**src/sv/rogs_pkg.sv**
```systemverilog
// ----------------------------------------------------------------------------
// rogs_pkg
// Types and constants shared by the overbright gamma scaler modules.
// ----------------------------------------------------------------------------
package rogs_pkg;

  localparam int unsigned ChanW    = 8;
  localparam int unsigned FactW    = 12;
  localparam int unsigned FracW    = 8;
  localparam int unsigned ProdW    = ChanW + FactW;
  localparam int unsigned DivW     = ProdW + ChanW;
  localparam int unsigned DsrW     = ProdW + ChanW - 1;
  localparam int unsigned NumCells = ChanW;
  localparam int unsigned NumChan  = 3;

  localparam logic [ChanW-1:0] ChanMax    = 8'd255;
  localparam logic [ProdW-1:0] OverLimit  = ProdW'(ChanMax) << FracW;
  localparam logic [FactW-1:0] GammaReset = 12'd256;

  typedef struct packed {
    logic [ChanW-1:0] red_in;
    logic [ChanW-1:0] green_in;
    logic [ChanW-1:0] blue_in;
    logic             last_pixel;
  } pix_in_t;

  typedef struct packed {
    logic [ChanW-1:0] red_out;
    logic [ChanW-1:0] green_out;
    logic [ChanW-1:0] blue_out;
    logic             last_out;
  } pix_out_t;

  typedef struct packed {
    logic [NumChan-1:0][DivW-1:0]  rem;
    logic [DsrW-1:0]               dsr;
    logic [NumChan-1:0][ChanW-1:0] quo;
    logic [NumChan-1:0][ChanW-1:0] trunc;
    logic                          over;
    logic                          last;
  } cell_t;

endpackage

```
**src/sv/rogs_front.sv**
```systemverilog
// ----------------------------------------------------------------------------
// rogs_front
// Scales the three channels by the factor, finds the largest product and
// prepares the dividends for the divider chain.
// ----------------------------------------------------------------------------
module rogs_front import rogs_pkg::*; (
  input  logic             clk_i,
  input  logic             rst_ni,
  input  logic [FactW-1:0] gamma_i,
  input  logic             valid_i,
  output logic             ready_o,
  input  pix_in_t          data_i,
  output logic             valid_o,
  input  logic             ready_i,
  output cell_t            data_o
);

  logic                          s0_valid_q;
  logic [NumChan-1:0][ProdW-1:0] prod_q;
  logic                          last_q;
  logic                          s1_valid_q;
  cell_t                         s1_q;
  cell_t                         s1_d;
  logic                          s0_ready;
  logic                          s1_ready;
  logic [ChanW-1:0]              chan [NumChan];
  logic [ProdW-1:0]              max_prod;

  assign s1_ready = ~s1_valid_q | ready_i;
  assign s0_ready = ~s0_valid_q | s1_ready;
  assign ready_o  = s0_ready;

  assign chan[0] = data_i.red_in;
  assign chan[1] = data_i.green_in;
  assign chan[2] = data_i.blue_in;

  always_ff @(posedge clk_i or negedge rst_ni) begin
    if (!rst_ni) begin
      s0_valid_q <= 1'b0;
      s1_valid_q <= 1'b0;
    end else begin
      if (s0_ready) begin
        s0_valid_q <= valid_i;
      end
      if (s1_ready) begin
        s1_valid_q <= s0_valid_q;
      end
    end
  end

  always_ff @(posedge clk_i) begin
    if (s0_ready && valid_i) begin
      for (int i = 0; i < NumChan; i++) begin
        prod_q[i] <= ProdW'(chan[i]) * ProdW'(gamma_i);
      end
      last_q <= data_i.last_pixel;
    end
    if (s1_ready && s0_valid_q) begin
      s1_q <= s1_d;
    end
  end

  always_comb begin
    max_prod = prod_q[0];
    if (prod_q[1] > max_prod) begin
      max_prod = prod_q[1];
    end
    if (prod_q[2] > max_prod) begin
      max_prod = prod_q[2];
    end
    for (int i = 0; i < NumChan; i++) begin
      s1_d.rem[i]   = (DivW'(prod_q[i]) << ChanW) - DivW'(prod_q[i]);
      s1_d.quo[i]   = '0;
      s1_d.trunc[i] = prod_q[i][FracW +: ChanW];
    end
    s1_d.dsr  = DsrW'(max_prod) << (NumCells - 1);
    s1_d.over = max_prod > OverLimit;
    s1_d.last = last_q;
  end

  assign valid_o = s1_valid_q;
  assign data_o  = s1_q;

endmodule

```
**src/sv/rogs_div_cell.sv**
```systemverilog
// ----------------------------------------------------------------------------
// rogs_div_cell
// One restoring division step for all three channels, producing one
// quotient bit per channel and halving the divisor for the next cell.
// ----------------------------------------------------------------------------
module rogs_div_cell import rogs_pkg::*; (
  input  logic  clk_i,
  input  logic  rst_ni,
  input  logic  valid_i,
  output logic  ready_o,
  input  cell_t data_i,
  output logic  valid_o,
  input  logic  ready_i,
  output cell_t data_o
);

  logic  valid_q;
  cell_t data_q;
  cell_t data_d;
  logic  ge;

  assign ready_o = ~valid_q | ready_i;

  always_comb begin
    data_d = data_i;
    ge     = 1'b0;
    for (int i = 0; i < NumChan; i++) begin
      ge = data_i.rem[i] >= DivW'(data_i.dsr);
      if (ge) begin
        data_d.rem[i] = data_i.rem[i] - DivW'(data_i.dsr);
      end
      data_d.quo[i] = {data_i.quo[i][ChanW-2:0], ge};
    end
    data_d.dsr = data_i.dsr >> 1;
  end

  always_ff @(posedge clk_i or negedge rst_ni) begin
    if (!rst_ni) begin
      valid_q <= 1'b0;
    end else if (ready_o) begin
      valid_q <= valid_i;
    end
  end

  always_ff @(posedge clk_i) begin
    if (ready_o && valid_i) begin
      data_q <= data_d;
    end
  end

  assign valid_o = valid_q;
  assign data_o  = data_q;

endmodule

```
**src/sv/rgb_overbright_gamma_scale.sv**
```systemverilog
// ----------------------------------------------------------------------------
// rgb_overbright_gamma_scale
// Brightness scaling of RGB pixels with hue-preserving overbright clamping.
// ----------------------------------------------------------------------------
// Pixels enter on the in channel and leave on the out channel, both
// valid/ready; a word moves when valid and ready are high at a clock edge.
// Each channel is multiplied by the Q4.8 factor written through cfg_we_i and
// cfg_wdata_i. When the largest product exceeds 255.0, every channel becomes
// floor(p * 255 / max); otherwise it is the integer part of its product.
// The factor should only be written while no pixel is in flight.
// A pixel passes through one multiply stage, one stage that finds the
// maximum, and a row of eight divider cells that each settle one quotient
// bit for all three channels.
// Throughput is one pixel per clock while the receiver does not stall.
// Every stage has its own ready, so the block keeps accepting pixels while
// the receiver stalls until all ten stages hold a pixel, and empty stages
// close up behind a stalled output.
// Reset empties all stages and sets the factor to 1.0.
// ----------------------------------------------------------------------------
module rgb_overbright_gamma_scale import rogs_pkg::*; (
  input  logic             clk_i,
  input  logic             rst_ni,
  input  logic             cfg_we_i,
  input  logic [FactW-1:0] cfg_wdata_i,
  input  logic             in_valid_i,
  output logic             in_ready_o,
  input  pix_in_t          in_data_i,
  output logic             out_valid_o,
  input  logic             out_ready_i,
  output pix_out_t         out_data_o
);

  logic [FactW-1:0] gamma_q;
  logic             valid  [NumCells+1];
  logic             ready  [NumCells+1];
  cell_t            data   [NumCells+1];
  cell_t            result;

  always_ff @(posedge clk_i or negedge rst_ni) begin
    if (!rst_ni) begin
      gamma_q <= GammaReset;
    end else if (cfg_we_i) begin
      gamma_q <= cfg_wdata_i;
    end
  end

  rogs_front u_front (
    .clk_i   (clk_i),
    .rst_ni  (rst_ni),
    .gamma_i (gamma_q),
    .valid_i (in_valid_i),
    .ready_o (in_ready_o),
    .data_i  (in_data_i),
    .valid_o (valid[0]),
    .ready_i (ready[0]),
    .data_o  (data[0])
  );

  for (genvar k = 0; k < NumCells; k++) begin : g_cell
    rogs_div_cell u_cell (
      .clk_i   (clk_i),
      .rst_ni  (rst_ni),
      .valid_i (valid[k]),
      .ready_o (ready[k]),
      .data_i  (data[k]),
      .valid_o (valid[k+1]),
      .ready_i (ready[k+1]),
      .data_o  (data[k+1])
    );
  end

  assign ready[NumCells] = out_ready_i;
  assign result          = data[NumCells];
  assign out_valid_o     = valid[NumCells];

  assign out_data_o.red_out   = result.over ? result.quo[0] : result.trunc[0];
  assign out_data_o.green_out = result.over ? result.quo[1] : result.trunc[1];
  assign out_data_o.blue_out  = result.over ? result.quo[2] : result.trunc[2];
  assign out_data_o.last_out  = result.last;

endmodule

```
**config.mk**
```make
export PLATFORM = sky130hd
export DESIGN_NAME = rgb_overbright_gamma_scale
export DESIGN_NICKNAME = d
export VERILOG_FILES = /design/src/sv/rogs_pkg.sv /design/src/sv/rogs_front.sv /design/src/sv/rogs_div_cell.sv /design/src/sv/rgb_overbright_gamma_scale.sv
export SDC_FILE = /design/constraint.sdc
export NUM_CORES = 2
export LEC_CHECK = 0
export BUFFER_PORTS_ARGS = -buffer_cell sky130_fd_sc_hd__buf_2
export CORE_UTILIZATION = 65
export DETAILED_ROUTE_END_ITERATION = 10
export HOLD_SLACK_MARGIN = 0.06
export PLACE_DENSITY = 0.93
export SLEW_MARGIN = 5
export SYNTH_ARGS = -nofsm -noshare
export SYNTH_HDL_FRONTEND = slang
export SYNTH_SLANG_ARGS = --single-unit
```
**constraint.sdc**
```tcl
create_clock -name clk_i -period 22.6 [get_ports clk_i]
set_input_delay 0 -clock clk_i [delete_from_list [all_inputs] [get_ports clk_i]]
set_output_delay 0 -clock clk_i [all_outputs]
set_load 0.02 [all_outputs]
```
==> tab_implementation.tex <==
\begin{tabular}{lr}
\hline
Metric & Value \\
\hline
\multicolumn{2}{l}{\textbf{Global route}} \\
Number of antenna violations at the first check in global routing & 4 \\
Final global-route overflow total & 0 \\
Overall track demand over capacity in global routing & 0.378 \\
Wire length of the first global-routing pass & $\sim$340 mm \\
Number of global-route vias before repair & between 50000 and 60000 \\
Maximum number of pins on one net before global-route repair & between 70 and 80 \\
\multicolumn{2}{l}{\textbf{Yosys}} \\
Distinct cell type count after synthesis & 97 \\
Cell types with the highest counts after synthesis & sky130\_fd\_sc\_hd\_\_edfxtp\_1 (1235), sky130\_fd\_sc\_hd\_\_ha\_1 (679), sky130\_fd\_sc\_hd\_\_nand2\_1 (594) \\
Dominant cell by count in the synthesized netlist & sky130\_fd\_sc\_hd\_\_edfxtp\_1 \\
Mapped Area & about 78000 um2 \\
Flip-flop and latch count after synthesis & about 1300 \\
Portion of the post-synthesis area used by sequential elements & 0.480 \\
Main area contributors after synthesis & sky130\_fd\_sc\_hd\_\_edfxtp\_1 (47\%), sky130\_fd\_sc\_hd\_\_ha\_1 (11\%), sky130\_fd\_sc\_hd\_\_fa\_1 (5.1\%) \\
Share of the synthesized area in the top cell type & 0.473 \\
Number of enable-type register cells in the synthesized netlist & 1235 \\
Net count of the mapped netlist & around 7900 \\
Cell count after synthesis & around 7000 \\
Async set or reset register ratio after synthesis & 0.0175 \\
Warning count from the yosys run & 0 \\
Top\_reg\_cell synth & sky130\_fd\_sc\_hd\_\_edfxtp\_1 \\
Syn\_area\_per\_cell & between 10 and 15 um2 \\
Cell type contributing the most total cell area after synthesis & sky130\_fd\_sc\_hd\_\_edfxtp\_1 \\
\multicolumn{2}{l}{\textbf{Place}} \\
Count of port buffers added during placement & 68 \\
Placer Congestion & around 1.0 \\
HPWL Detailed & about 180 mm \\
\multicolumn{2}{l}{\textbf{CTS}} \\
Num Clock Sinks & between 1000 and 1500 \\
Postcts setup bufs & 0 \\
Clock latency of the later-clocked register in the worst-skew pair & between 800 and 900 ps \\
Clock-pin slew on the worst setup and hold paths & about 60 ps \\
H-tree Lvls & 4 \\
Clock buffers created by TritonCTS & 132 \\
Root buffer selected by CTS & sky130\_fd\_sc\_hd\_\_clkbuf\_16 \\
CTS Buffer Depth & 3 \\
Clock tree from TritonCTS & built \\
\multicolumn{2}{l}{\textbf{Critical path}} \\
Worst path cell trace & inv\_1 > ha\_1 > nand4\_1 > or3\_4 > nor4\_4 > a2111oi\_1 > a211oi\_4 > buf\_4 > mux2i\_1 > ha\_1 > nand4\_1 > or4\_1 > o21ai\_2 > mux2i\_1 > or4\_1 > nor4\_1 > o21ai\_1 \\
Capture point of the worst reg-to-reg path & u\_front.data\_o[1] \\
CP required & approximately 23000 ps \\
Worst reg-to-reg setup slack & between 15000 and 20000 ps \\
Instance count on the critical path & 17 \\
WP buf/inv & 2 \\
CP startpoint kind & register \\
Maximum net fanout on the critical path & 12 \\
CP peak stage delay & 630 ps \\
Setup crit end kind & register \\
Arrival time of the worst setup path & about 7100 ps \\
Category of the critical setup timing path & register to register \\
Timing startpoint of the critical path & u\_front.prod\_q[12] \\
Crit path max-delay family & simple AND/OR/NAND/NOR gates \\
Critical-path top delay cell & sky130\_fd\_sc\_hd\_\_a211oi\_4 \\
Last element of the critical path & u\_front.data\_o[1] \\
Worst reg-to-reg path cell count & 17 \\
Reg-to-reg critical path startpoint & u\_front.prod\_q[12] \\
\multicolumn{2}{l}{\textbf{STA}} \\
Final worst-path cycle share & 0.291 \\
Minimum period implied by the final worst setup slack & between 6000 and 7000 ps \\
Final hold violation count & 0 \\
Number of pins with negative max-slew slack in the final report & 0 \\
Setup Viol. Count Final & 0 \\
Worst slew margin & 0.115 \\
Transition time at the pin with the least slew margin & between 1000 and 1500 ps \\
Final TNS setup & 0 ps \\
Maximum clock frequency & approximately 150 MHz \\
RSZ-0062 raised after global routing & no \\
Clock skew after layout & approximately 35 ps \\
\multicolumn{2}{l}{\textbf{Floorplan}} \\
Initial Utilization & 0.654 \\
Width of the chip & approximately 350 um \\
I/O pin count & 69 \\
Die Y & between 300 and 400 um \\
Core region area & about 120000 um2 \\
Number of core rows & 127 \\
Area enclosed by the die boundary & approximately 120000 um2 \\
\multicolumn{2}{l}{\textbf{Route}} \\
DR pass1 iterations & 8 \\
Average routed wire per standard cell & 25.8 um \\
Vias per cell & approximately 6.4 \\
Number of nets still failing antenna checks after routing & 0 \\
Residual DRC & 0 \\
Count of vias placed by the detailed router & roughly 57000 \\
Wire length after detailed routing & roughly 230 mm \\
Drt first-iter violations & around 5800 \\
\multicolumn{2}{l}{\textbf{Min path}} \\
Origin of the worst min-delay path & out\_ready\_i \\
Worst hold path type & input pin to register \\
\multicolumn{2}{l}{\textbf{Cells and area}} \\
Fillers & 8034 \\
Signed area change from the synthesized netlist to the final layout & 9.00\% \\
Fraction of final layout cells with drive strength greater than 1 & 0.0666 \\
Total area of multi-input combinational cells & approximately 38000 um2 \\
Combined flip-flop and latch cell area & 37600 um2 \\
Post-layout nets & between 8000 and 9000 \\
\multicolumn{2}{l}{\textbf{Status}} \\
Outcome & finished clean \\
\multicolumn{2}{l}{\textbf{Run}} \\
Max capacitance violation total & 0 \\
\hline
\end{tabular}
-- state kept, by name, summed over array words and instances, names as in the netlist --
signal,count
g_cell.u_cell.data_o,1044
g_cell.u_cell.valid_o,8
gamma_q,12
u_front.data_o,130
u_front.last_q,1
u_front.prod_q,60
u_front.s0_valid_q,1
u_front.valid_o,1
-- cells in the final DEF, fill, tap and decap left out, drive strengths merged, types with 166 or more instances in the layout --
master / Yosys / routed
xnor2: 292 / 292
fa: 201 / 201
o21ai: 437 / 437
nor2: 413 / 413
nand2: 594 / 594
inv: 574 / 588
and2: 187 / 187
clkbuf: 119 / 166
a21oi: 449 / 449
xor2: 208 / 208
a21o: 207 / 207
ha: 679 / 679
edfxtp: 1235 / 1235
-- layout make-up --
cell class | count | share of cell area
Multi-Input combinational cell | 5047 | 0.446
Sequential cell | 1257 | 0.440
Clock buffer | 166 | 0.0410
Inverter | 574 | 0.0252
Tap cell | 1612 | 0.0236
Timing Repair Buffer | 171 | 0.0145
Clock inverter | 68 | 0.00896
Antenna cell | 5 | 0.000146
-- worst reg2reg max path, stage by stage (launching register included) --
cell and delay [ps]:
sky130_fd_sc_hd__edfxtp_1 500, sky130_fd_sc_hd__inv_1 170, sky130_fd_sc_hd__ha_1 320, sky130_fd_sc_hd__nand4_1 190
sky130_fd_sc_hd__or3_4 390, sky130_fd_sc_hd__nor4_4 230, sky130_fd_sc_hd__a2111oi_1 180, sky130_fd_sc_hd__a211oi_4 640
sky130_fd_sc_hd__buf_4 390, sky130_fd_sc_hd__mux2i_1 430, sky130_fd_sc_hd__ha_1 220, sky130_fd_sc_hd__nand4_1 170
sky130_fd_sc_hd__or4_1 580, sky130_fd_sc_hd__o21ai_2 550, sky130_fd_sc_hd__mux2i_1 190, sky130_fd_sc_hd__or4_1 550
sky130_fd_sc_hd__nor4_1 520, sky130_fd_sc_hd__o21ai_1 100
-- worst min path at each step --
stage | to | slack [ps] | cells past startpoint
finish | g_cell[6].u_cell.valid_o | 150 | 5
global route | g_cell[6].u_cell.valid_o | 140 | 5
global placement | g_cell[1].u_cell.valid_o | -10 | 1
floorplan | g_cell[0].u_cell.valid_o | -300 | 0
CTS | g_cell[6].u_cell.valid_o | 120 | 5
detailed placement | g_cell[3].u_cell.valid_o | 3 | 1
-- cells by family (layout without fill, tap and decap cells) --
logic type / Yosys count / after routing / share of synthesized area
AO/OA/AOI/OAI: 1541 / 1541 / 0.122
XOR/XNOR: 500 / 500 / 0.0559
adder cells (fa/ha/maj): 880 / 880 / 0.160
buffers and inverters: 722 / 979 / 0.0352
flip-flops: 1257 / 1257 / 0.480
multiplexers: 174 / 174 / 0.0242
other: 0 / 5 / 0
AND/OR/NAND/NOR: 1952 / 1952 / 0.123
-- per-layer routing --
| metal | global-route usage | part of all wire | vias to the layer above |
|---|---|---|---|
| met5 | 0 | 0 | - |
| met4 | 0.276 | 0.084 | 0 |
| met3 | 0.0636 | 0.071 | 838 |
| met2 | 0.658 | 0.50 | 2906 |
| met1 | 0.415 | 0.35 | 27415 |
| li1 | - | - | 25759 |
-- stage by stage --
| step | setup slack [ps] | cells | hold WS (ps) | util | instance area, um2 |
|---|---|---|---|---|---|
| 2_1_floorplan | 14830 | 7026 | -296 | - | 78400 |
| 3_3_place_gp | 16180 | 8607 | -14.8 | 0.673 | 80600 |
| 3_5_place_dp | 16110 | 8607 | 2.94 | 0.673 | 80600 |
| 4_1_cts | 16110 | 8893 | 121 | 0.713 | 85400 |
| 5_1_grt | 15750 | 8895 | 142 | 0.713 | 85400 |
| 6_report | 16030 | 8900 | 148 | 0.713 | 85500 |
-- timing repair --
action | 4_1_cts | 5_1_grt
hold buffers | 52 | 1
setup endpoints to repair | 0 | 0
hold endpoints to repair | 75 | 21
gates resized for setup | 0 | 0
Power is not shown: default switching activity piles up to over one toggle a cycle in this logic, so the estimate is an artifact.
